===== config.mk =====
export PLATFORM = sky130hd
export DESIGN_NAME = paged_move_to_front_key_map_core_flat
export DESIGN_NICKNAME = d
export VERILOG_FILES = /design/src/pmtf_pkg.sv /design/src/pmtf_req_if.sv /design/src/pmtf_rsp_if.sv /design/src/paged_move_to_front_key_map.sv /design/src/flat_wrapper.sv
export SDC_FILE = /design/constraint.sdc
export NUM_CORES = 1
export LEC_CHECK = 0
export ABC_AREA = 1
export BUFFER_PORTS_ARGS = -buffer_cell sky130_fd_sc_hd__buf_2
export CAP_MARGIN = 5
export CORE_MARGIN = 4
export CORE_UTILIZATION = 45
export CTS_CLUSTER_DIAMETER = 150
export DETAILED_ROUTE_END_ITERATION = 6
export PLACE_DENSITY = 0.58
export SLEW_MARGIN = 40
export SYNTH_ARGS = -nofsm -noshare
export SYNTH_HDL_FRONTEND = slang
export SYNTH_SLANG_ARGS = --single-unit

===== constraint.sdc =====
create_clock -name clk -period 4.61 [get_ports clk]
set_clock_uncertainty 0.1 [all_clocks]
set_input_delay 0.922 -clock clk [delete_from_list [all_inputs] [get_ports clk]]
set_output_delay 0.922 -clock clk [all_outputs]
set_load 0.02 [all_outputs]

===== src/pmtf_pkg.sv =====
// Package for the paged move-to-front key map: table geometry, field codes,
// transaction payload structs. No dependencies.
package pmtf_pkg;

  // Table geometry
  localparam int FIRST_SIZE    = 9;
  localparam int SECOND_SIZE   = 16;
  localparam int THIRD_SIZE    = 9;
  localparam int KEYS_PER_PAGE = 9;

  // All three tables share one memory, laid out back to back
  localparam int FIRST_BASE  = 0;
  localparam int SECOND_BASE = FIRST_SIZE;
  localparam int THIRD_BASE  = FIRST_SIZE + SECOND_SIZE;
  localparam int MEM_DEPTH   = FIRST_SIZE + SECOND_SIZE + THIRD_SIZE;
  localparam int ADDR_W      = $clog2(MEM_DEPTH);

  // Table position: key (4 bits) plus a page offset
  localparam int POS_W = $clog2(16 + KEYS_PER_PAGE);
  // Width for address arithmetic and size compares
  localparam int IDX_W = ((ADDR_W > POS_W) ? ADDR_W : POS_W) + 1;

  // Item kinds
  localparam logic [1:0] KIND_LOAD   = 2'd0;
  localparam logic [1:0] KIND_BUTTON = 2'd1;
  localparam logic [1:0] KIND_KEY    = 2'd2;

  // Load banks
  localparam logic [1:0] BANK_FIRST  = 2'd0;
  localparam logic [1:0] BANK_SECOND = 2'd1;
  localparam logic [1:0] BANK_THIRD  = 2'd2;

  // Button codes
  localparam logic [2:0] TAB_FIRST  = 3'd0;
  localparam logic [2:0] TAB_SECOND = 3'd1;
  localparam logic [2:0] TAB_NEXT   = 3'd2;
  localparam logic [2:0] TAB_BACK   = 3'd3;
  localparam logic [2:0] TAB_THIRD  = 3'd4;

  // Active page
  typedef enum logic [1:0] {
    PAGE_FIRST      = 2'd0,
    PAGE_SECOND_ONE = 2'd1,
    PAGE_SECOND_TWO = 2'd2,
    PAGE_THIRD      = 2'd3
  } page_t;

  typedef struct packed {
    logic [1:0] kind;
    logic [1:0] bank;
    logic [3:0] entry_index;
    logic [7:0] entry_char;
    logic [2:0] tab_code;
    logic [3:0] key_position;
  } req_t;

  typedef struct packed {
    logic [7:0] char_out;
    logic       char_valid;
    logic [1:0] page_now;
  } rsp_t;

endpackage


===== src/pmtf_req_if.sv =====
// Request channel: valid/ready handshake carrying one input item.
// Depends on pmtf_pkg.
interface pmtf_req_if import pmtf_pkg::*; ();
  logic valid;
  logic ready;
  req_t data;

  modport source (output valid, output data, input ready);
  modport sink   (input valid, input data, output ready);
endinterface


===== src/pmtf_rsp_if.sv =====
// Response channel: valid/ready handshake carrying one result item.
// Depends on pmtf_pkg.
interface pmtf_rsp_if import pmtf_pkg::*; ();
  logic valid;
  logic ready;
  rsp_t data;

  modport source (output valid, output data, input ready);
  modport sink   (input valid, input data, output ready);
endinterface


===== src/paged_move_to_front_key_map.sv =====
// Top level of the paged move-to-front key map: table memory, page register,
// shift sequencer and response register. Depends on pmtf_pkg, pmtf_req_if, pmtf_rsp_if.
//
//   port  direction  transaction
//   ----  ---------  ------------------------------------------------
//   req   in         load entry, button/tab or key press
//   rsp   out        character, hit flag and page after the item
//
// Loads, buttons and keys off the table go straight to the response step; a hit at
// table position 0 skips the shift, and a hit at position p > 0 moves p entries
// back one place (p up to 15 at the end of the second table) before the hit
// entry is written to the front, through the one-read one-write table memory.
// req.ready is high only when the sequencer is idle. A stalled response holds
// the sequencer in its last step. Synchronous reset sets the first page;
// table contents are undefined until loaded.
module paged_move_to_front_key_map_core import pmtf_pkg::*; (
  input  logic        clk,
  input  logic        rst,
  pmtf_req_if.sink    req,
  pmtf_rsp_if.source  rsp
);

  typedef enum logic [4:0] {
    S_IDLE  = 5'b00001,
    S_HIT   = 5'b00010,
    S_SHIFT = 5'b00100,
    S_FRONT = 5'b01000,
    S_DONE  = 5'b10000
  } state_t;

  state_t            state, state_next;
  page_t             page, page_next;
  logic [ADDR_W-1:0] tab_base, tab_base_next;
  logic [POS_W-1:0]  cur, cur_next;
  logic [7:0]        hit, hit_next;
  logic              hit_ok, hit_ok_next;

  // Table memory
  logic [7:0]        mem [MEM_DEPTH];
  logic [7:0]        rdata;
  logic              mem_we;
  logic [ADDR_W-1:0] mem_waddr;
  logic [7:0]        mem_wdata;
  logic [ADDR_W-1:0] mem_raddr;

  // Key and load decode
  logic [ADDR_W-1:0] key_base;
  logic [IDX_W-1:0]  key_size;
  logic [POS_W-1:0]  key_pos;
  logic              key_in_range;
  logic [ADDR_W-1:0] load_base;
  logic [IDX_W-1:0]  load_size;
  logic              load_ok;
  logic              accept;
  logic              rsp_free;

  assign accept    = req.valid && req.ready;
  assign req.ready = (state == S_IDLE);
  assign rsp_free  = !rsp.valid || rsp.ready;

  // Table selection for a key press on the active page
  always_comb begin
    key_pos = POS_W'(req.data.key_position);
    case (page)
      PAGE_FIRST: begin
        key_base = ADDR_W'(FIRST_BASE);
        key_size = IDX_W'(FIRST_SIZE);
      end
      PAGE_SECOND_ONE: begin
        key_base = ADDR_W'(SECOND_BASE);
        key_size = IDX_W'(SECOND_SIZE);
      end
      PAGE_SECOND_TWO: begin
        key_base = ADDR_W'(SECOND_BASE);
        key_size = IDX_W'(SECOND_SIZE);
        key_pos  = POS_W'(req.data.key_position) + POS_W'(KEYS_PER_PAGE);
      end
      default: begin
        key_base = ADDR_W'(THIRD_BASE);
        key_size = IDX_W'(THIRD_SIZE);
      end
    endcase
    key_in_range = IDX_W'(key_pos) < key_size;
  end

  // Table selection for a load
  always_comb begin
    load_ok = 1'b1;
    case (req.data.bank)
      BANK_FIRST: begin
        load_base = ADDR_W'(FIRST_BASE);
        load_size = IDX_W'(FIRST_SIZE);
      end
      BANK_SECOND: begin
        load_base = ADDR_W'(SECOND_BASE);
        load_size = IDX_W'(SECOND_SIZE);
      end
      BANK_THIRD: begin
        load_base = ADDR_W'(THIRD_BASE);
        load_size = IDX_W'(THIRD_SIZE);
      end
      default: begin
        load_base = '0;
        load_size = '0;
        load_ok   = 1'b0;
      end
    endcase
    if (IDX_W'(req.data.entry_index) >= load_size) begin
      load_ok = 1'b0;
    end
  end

  // Sequencer and memory port control
  always_comb begin
    state_next    = state;
    page_next     = page;
    tab_base_next = tab_base;
    cur_next      = cur;
    hit_next      = hit;
    hit_ok_next   = hit_ok;
    mem_we        = 1'b0;
    mem_waddr     = tab_base;
    mem_wdata     = rdata;
    mem_raddr     = ADDR_W'(IDX_W'(key_base) + IDX_W'(key_pos));
    case (state)
      S_IDLE: begin
        if (accept) begin
          hit_ok_next = 1'b0;
          state_next  = S_DONE;
          case (req.data.kind)
            KIND_LOAD: begin
              mem_we    = load_ok;
              mem_waddr = ADDR_W'(IDX_W'(load_base) + IDX_W'(req.data.entry_index));
              mem_wdata = req.data.entry_char;
            end
            KIND_BUTTON: begin
              case (req.data.tab_code)
                TAB_FIRST:  page_next = PAGE_FIRST;
                TAB_SECOND: page_next = PAGE_SECOND_ONE;
                TAB_NEXT:   page_next = (page == PAGE_SECOND_ONE) ? PAGE_SECOND_TWO
                                                                   : PAGE_SECOND_ONE;
                TAB_BACK:   page_next = (page == PAGE_SECOND_TWO) ? PAGE_SECOND_ONE
                                                                   : PAGE_SECOND_TWO;
                TAB_THIRD:  page_next = PAGE_THIRD;
                default:    page_next = page;
              endcase
            end
            KIND_KEY: begin
              // hit entry is read here, lands in rdata next cycle
              if (key_in_range) begin
                hit_ok_next   = 1'b1;
                tab_base_next = key_base;
                cur_next      = key_pos;
                state_next    = S_HIT;
              end
            end
            default: ;
          endcase
        end
      end
      S_HIT: begin
        hit_next  = rdata;
        mem_raddr = ADDR_W'(IDX_W'(tab_base) + IDX_W'(cur) - IDX_W'(1));
        state_next = (cur == '0) ? S_DONE : S_SHIFT;
      end
      S_SHIFT: begin
        // move entry cur-1 back to cur, fetch cur-2 for the next step
        mem_we    = 1'b1;
        mem_waddr = ADDR_W'(IDX_W'(tab_base) + IDX_W'(cur));
        mem_wdata = rdata;
        mem_raddr = ADDR_W'(IDX_W'(tab_base) + IDX_W'(cur) - IDX_W'(2));
        if (cur == POS_W'(1)) begin
          state_next = S_FRONT;
        end else begin
          cur_next = cur - POS_W'(1);
        end
      end
      S_FRONT: begin
        mem_we     = 1'b1;
        mem_waddr  = tab_base;
        mem_wdata  = hit;
        state_next = S_DONE;
      end
      S_DONE: begin
        if (rsp_free) begin
          state_next = S_IDLE;
        end
      end
      default: state_next = S_IDLE;
    endcase
  end

  // Memory: one write, one registered read per cycle
  always_ff @(posedge clk) begin
    if (mem_we) begin
      mem[mem_waddr] <= mem_wdata;
    end
    rdata <= mem[mem_raddr];
  end

  // Control state
  always_ff @(posedge clk) begin
    if (rst) begin
      state <= S_IDLE;
      page  <= PAGE_FIRST;
    end else begin
      state <= state_next;
      page  <= page_next;
    end
  end

  // Working payload
  always_ff @(posedge clk) begin
    tab_base <= tab_base_next;
    cur      <= cur_next;
    hit      <= hit_next;
    hit_ok   <= hit_ok_next;
  end

  // Response register
  always_ff @(posedge clk) begin
    if (rst) begin
      rsp.valid <= 1'b0;
    end else if (state == S_DONE && rsp_free) begin
      rsp.valid <= 1'b1;
    end else if (rsp.ready) begin
      rsp.valid <= 1'b0;
    end
  end

  always_ff @(posedge clk) begin
    if (state == S_DONE && rsp_free) begin
      rsp.data.char_out   <= hit_ok ? hit : 8'd0;
      rsp.data.char_valid <= hit_ok;
      rsp.data.page_now   <= page;
    end
  end

endmodule

===== src/flat_wrapper.sv =====
// flat-port wrapper written by rule: the top's interface ports become plain ports
module paged_move_to_front_key_map_core_flat import pmtf_pkg::*;
  (clk, rst, req_valid, req_data, req_ready, rsp_valid, rsp_data, rsp_ready);
  pmtf_req_if req_i ();
  pmtf_rsp_if rsp_i ();
  input  logic clk;
  input  logic rst;
  input wire logic [$bits(req_i.valid)-1:0] req_valid;
  input wire logic [$bits(req_i.data)-1:0] req_data;
  output wire logic [$bits(req_i.ready)-1:0] req_ready;
  output wire logic [$bits(rsp_i.valid)-1:0] rsp_valid;
  output wire logic [$bits(rsp_i.data)-1:0] rsp_data;
  input wire logic [$bits(rsp_i.ready)-1:0] rsp_ready;
  assign req_i.valid = req_valid;
  assign req_i.data = req_data;
  assign req_ready = req_i.ready;
  assign rsp_valid = rsp_i.valid;
  assign rsp_data = rsp_i.data;
  assign rsp_i.ready = rsp_ready;
  paged_move_to_front_key_map_core u_core (.clk(clk), .rst(rst), .req(req_i), .rsp(rsp_i));
endmodule

# ---- After elaboration in Yosys (flattened, before gate mapping)
# Memories as Yosys holds them, arrays and structs flattened. A register that Yosys moved wholly into a read port is not among the register bits.
# Index checks and enable logic that the tools add are counted.
dict set report word_totals {
  inputBits 27
  latchBits 0
  ramBits 272
  rom_bits 0
  elab_cells 100
  mem_count 1
  output_inout_bits 13
  regBits 39
}
# name depth word_bits read_ports rd_ports_with_merged_regs wr line_no
set memory_table {}
lappend memory_table {u_core.mem 34 8 1 1 1 paged_move_to_front_key_map.sv:39} ;# logic [7:0] mem [MEM_DEPTH];
dict set report op_classes {
  eq_ne 22
  bitwise_logic 0
  n_reduce_logical 21
  mul 0
  muxes 37
  div 0
  magnitude_cmp 2
  addsub 7
  shift 0
}
# cell n
set op_table {}
lappend op_table {{5-bit two-way mux} 12}
lappend op_table {{5-bit case mux with 2 select lines} 4}
lappend op_table {{5-bit case mux with 5 select lines} 1}
lappend op_table {{6-bit case mux with 2 select lines} 2}
lappend op_table {{8-bit two-way mux} 2}
lappend op_table {{8-bit case mux with 2 select lines} 1}
lappend op_table {{6-bit two-way mux} 2}
lappend op_table {{5-bit by 1-bit equality test with 1-bit output (second input constant)} 2}
lappend op_table {{2-bit case mux with 5 select lines} 1}
lappend op_table {{1-bit two-way mux} 9}
lappend op_table {{2-bit inequality test (second input constant)} 4}
lappend op_table {{4-bit AND reduction} 2}
lappend op_table {{5-bit by 4-bit adder with 6-bit output} 1}
lappend op_table {{5-bit by 5-bit adder with 6-bit output} 1}
lappend op_table {{6-bit by 5-bit adder with 6-bit output} 1}
lappend op_table {{2-bit by 1-bit equality test with 1-bit output (second input constant)} 3}
lappend op_table {{2-bit equality test (second input constant)} 3}
lappend op_table {{3-bit by 2-bit equality test with 1-bit output (second input constant)} 2}
lappend op_table {{2-bit zero test} 3}
lappend op_table {{2-bit OR reduction} 3}
lappend op_table {{6-bit by 1-bit subtractor with 6-bit output (second input constant)} 1}
lappend op_table {{6-bit by 2-bit subtractor with 6-bit output (second input constant)} 1}
lappend op_table {{4-bit by 4-bit adder with 5-bit output (second input constant)} 1}
lappend op_table {{5-bit by 2-bit equality test with 1-bit output (second input constant)} 1}
lappend op_table {{22 further kinds} 26}

# ---- Longest topological paths before layout
dict set report logic_depth {
  ltp_word 10
  ltp_mapped 19
  ltp_nobuf 17
}

# ---- Worst setup path after synthesis
# No wires, ideal clock.
dict set report synth_path {
  path_type {in2reg}
  startpoint {input port req_data[19]}
  endpoint {memory u_core.mem[24][0] (enable)}
  path_slack_ps 1218
  t_arrival_ps 2922
  setup_time_ps 370
  n_path_buf 0
  t_required_ps 4140
  path_stages 13
  path_cell_list {inv_1 -> ha_1 -> inv_1 -> ha_1 -> ha_1 -> nand3_1 -> nand2_1 -> xnor2_1 -> a21oi_1 -> o21ai_0 -> a31oi_1 -> nand3_1 -> nor2_1}
}
dict set report synth_via {
  elab_chain_len 10
  word_cells_on_any_way 19
  cone_classes {add/sub: 1; order compare: 1; eq/ne: 2; mux: 12; reduce/logical: 3}
}
# item line_no
set synth_lines {}
lappend synth_lines {{start, declared} flat_wrapper.sv:9} ;# input wire logic [$bits(req_i.data)-1:0] req_data;
lappend synth_lines {{2-bit equality test or 2-bit zero test (tied branches)} paged_move_to_front_key_map.sv:89} ;# case (req.data.bank)
lappend synth_lines {{2-bit OR reduction (no source line)} -}
lappend synth_lines {{5-bit case mux with 2 select lines} paged_move_to_front_key_map.sv:89}
lappend synth_lines {{4-bit by 5-bit >= comparator with 1-bit output} paged_move_to_front_key_map.sv:108} ;# if (IDX_W'(req.data.entry_index) >= load_size) begin
lappend synth_lines {{1-bit two-way mux} paged_move_to_front_key_map.sv:108}
lappend synth_lines {{1-bit two-way mux} paged_move_to_front_key_map.sv:130} ;# case (req.data.kind)
lappend synth_lines {{1-bit two-way mux} paged_move_to_front_key_map.sv:127} ;# if (accept) begin
lappend synth_lines {{1-bit case mux with 2 select lines} paged_move_to_front_key_map.sv:125} ;# case (state)
lappend synth_lines {{1-bit two-way mux} paged_move_to_front_key_map.sv:195} ;# if (mem_we) begin
lappend synth_lines {{1-bit two-way mux (not written as such)} paged_move_to_front_key_map.sv:196} ;# mem[mem_waddr] <= mem_wdata;
lappend synth_lines {{end, declared} paged_move_to_front_key_map.sv:39}
# Parallel ways exist; a longest one is shown, timed or not.

# ---- Worst setup path in the final report
dict set report layout_path {
  startpoint {input port req_data[19]}
  endpoint {memory u_core.mem[29][5] (enable)}
}
# The elaborated chain is that of the path after synthesis.

==> results.py <==
metrics = {
    "setup_path": {
        "crit_fanout": 8,
        "r2r_slack_ns": 1.19,
        "cp.arrival_ns": 3.63,
        "cp_data_required_time_ns": 4.65,
        "critical_path.startpoint": "req_data[19]",
        "r2r-end": "u_core.rdata[1]",
        "endpoint_kind": "register",
        "crit_type": "in2reg",
        "r2r_start": "u_core.tab_base[3]",
        "crit_path_start_kind": "input port",
        "reg2reg_depth": 12,
    },
    "timing": {
        "hold_viol_final": 0,
        "relSlewSlack_pct": 48.8,
        "slew_violations": 0,
        "tightest_slew_ns": 0.768,
        "rsz0062_at_grt": "false",
        "fin_crit_ns": 3.58,
        "maxClockFrequency_mhz": 279,
        "fin_crit_sh_pct": 77.7,
        "tns_ns": 0,
        "final-setup-viol-count": 0,
    },
    "power_and_ir_drop": {
        "p_seq_share_pct": 47.5,
        "swShare_pct": 28.1,
        "cellPowerDensity_mw_per_mm2": 437,
        "p_sw_mw": 2.06,
        "p_int_mw": 5.27,
        "power.leakage_nw": 6.76,
        "p_clk_share_pct": 35.2,
        "p_comb_share_pct": 17.3,
        "power_mw": 7.33,
        "ir_drop_mv": 0.223,
    },
    "place": {
        "finalWeightedCongestion": 0.837,
        "port_buffers": 39,
        "dp_hpwl_um": 23500,
        "dpl-instance-area_mm2": 0.0157,
    },
    "yosys": {
        "synth.top_cell.area_share_pct": 59.9,
        "synthTopCellsByArea": "edfxtp_1 60%, nand3_1 9.4%, nand2_1 7.3%, nand3b_1 5.9%, inv_1 4.8%",
        "synthCells": 1466,
        "syn_area_mm2": 0.0150,
        "yosysWarnings": 0,
        "synthArstFlopShare_pct": 0,
        "syn_avg_cell_area_um2": 10.2,
        "ys.flop_type": "edfxtp_1",
        "yosysSeqAreaShare_pct": 62.0,
        "synth_top_cell_by_area": "edfxtp_1",
        "synth_nets": 1522,
        "ys_ff_latch": 315,
        "synth_edf_count": 299,
        "synth_cell_types": 41,
    },
    "routing": {
        "finalWirelength_um": 37300,
        "route.vias.total": 10300,
        "ant_nets": 0,
        "viasPerCell": 5.25,
        "drtPass1Iterations": 5,
        "wl_per_cell_um": 19.0,
        "drc_errors": 0,
        "drtIter0Drc": 1150,
    },
    "global_routing": {
        "grt_pass1_vias": 10000,
        "overflow": 0,
        "gr-usage-all-layers_pct": 20.7,
        "grt_pass1_wl_um": 58000,
        "grt_start_max_net_pins": 121,
        "antenna_found_initial": 1,
    },
    "floorplanning": {
        "initial_core_util_pct": 45.9,
        "rows": 66,
        "dieWidth_um": 191,
        "die_h_um": 191,
        "io_pins": 40,
        "core-area_mm2": 0.0327,
        "dieArea_mm2": 0.0363,
    },
    "clock_tree": {
        "clock-sinks": 315,
        "worst_skew_pair.late_latency_ns": 0.51,
        "cts_setup_buffers": 0,
        "clkTransAtPathRegs_ns": 0.06,
        "cts_hold_buf": 0,
        "htree_num_levels": 2,
        "cts_resized": 0,
        "cts_tree": "done",
        "cts_buffer_depth": 3,
        "cts_buffers": 34,
        "clockRootBuffer": "clkbuf_16",
    },
    "final_layout": {
        "fill_cells": 2967,
        "fin_nets": 1558,
        "multiInputGateArea_mm2": 0.00463,
        "antennaDiodeCount": 0,
        "drive_above_1_share_pct": 9.20,
        "final_core_util_pct": 51.2,
        "regArea_mm2": 0.00930,
        "layout_commonest_cell": "edfxtp_1",
        "final_cell_mix": "299 x edfxtp_1, 288 x nand2_1, 282 x nand3_1, 191 x inv_1, 117 x nand3b_1",
        "design_area_mm2": 0.0168,
        "area_growth_pct": 11.7,
    },
    "worst_hold_path": {
        "hold-path-endpoint": "u_core.hit[6]",
        "hp-start": "u_core.rdata[6]",
        "hold_class": "reg2reg",
        "holdPathStages": 0,
    },
    "job": {
        "cap_violations": 0,
    },
    "status": {
        "outcome": "complete, no violations",
    },
}
-- area by class of cell --
class,count,share of cell area (%)
Clock buffer,43,5.34
Clock inverter,12,0.859
Multi-Input combinational cell,878,27.6
Tap cell,442,3.30
Sequential cell,315,55.5
Inverter,200,4.48
Timing Repair Buffer,73,2.90
-- how the worst max path moves through the flow --
stage / end / slack, ns / cells past startpoint
2_1_floorplan: u_core.mem[24][0] / 1.22 / 13
3_3_place_gp: u_core.mem[4][3] / 0.56 / 15
3_5_place_dp: u_core.mem[29][0] / 0.50 / 14
4_1_cts: u_core.mem[29][0] / 1.04 / 14
5_1_grt: u_core.mem[4][6] / 0.76 / 15
6_report: u_core.mem[29][5] / 1.03 / 14
-- cell usage after synthesis (all sizes together), types with 3 or more instances --
master / instances
nand3: 285
inv: 198
nor3: 4
nand3b: 117
nor4: 3
o211ai: 9
edfxtp: 299
a21oi: 11
xor2: 5
xnor2: 3
buf: 55
clkbuf: 18
ha: 29
o21ai: 21
dfxtp: 16
nand2: 295
nand4: 7
nor2: 77
-- power groups by stage --
stage / registers, mW / clock network, mW / logic (mW)
floorplan: 3.54 / 0 / 0.716
global placement: 3.54 / 0 / 1.27
CTS: 3.48 / 2.63 / 1.28
finish: 3.48 / 2.58 / 1.27
global route: 3.48 / 2.76 / 1.40
detailed placement: 3.54 / 0 / 1.27
-- flip-flops by register name, indices dropped and copies added, names as in the netlist, 2 cells and up --
signal           flops
u_core.rdata         8
u_core.page          2
u_core.mem         272
u_core.cur           5
u_core.state         5
u_core.hit           8
u_core.rsp.data     11
u_core.tab_base      2
-- logic make-up (layout without fill, tap and decap cells) --
family,count (synthesis),count (layout),share of synthesized area [%]
buffers and inverters,273,328,7.32
flip-flops,315,315,62.0
AND/OR/NAND/NOR,790,790,25.8
XOR/XNOR,8,8,0.467
AO/OA/AOI/OAI,51,51,2.01
adder cells (fa/ha/maj),29,29,2.42
-- worst max-delay path, cell delays in order --
cell     delay [ns]
buf_2          0.12
inv_1          0.08
ha_1           0.28
inv_1          0.06
ha_1           0.20
ha_1           0.22
nand3_1        0.09
nand2_1        0.07
xnor2_1        0.12
a21oi_1        0.12
o21ai_0        0.15
a31oi_1        0.22
nand3_1        0.34
nor2_1         0.62
-- metal layers --
metal / vias up / track usage, % / routed length [µm]
li1: 5053 / - / -
met1: 4839 / 29.7 / 17000
met2: 353 / 33.0 / 16900
met5: - / 0 / 17
met3: 66 / 3.31 / 2480
met4: 2 / 5.61 / 884
-- stage by stage --
stage	worst slack, ns	hold WS, ns	instances
floorplan	1.22	0.324	1466
global placement	0.564	0.340	1907
detailed placement	0.496	0.351	1907
CTS	1.04	0.364	1962
global route	0.759	0.372	1963
finish	1.03	0.357	1963
Power figures use the tool's default switching activity.
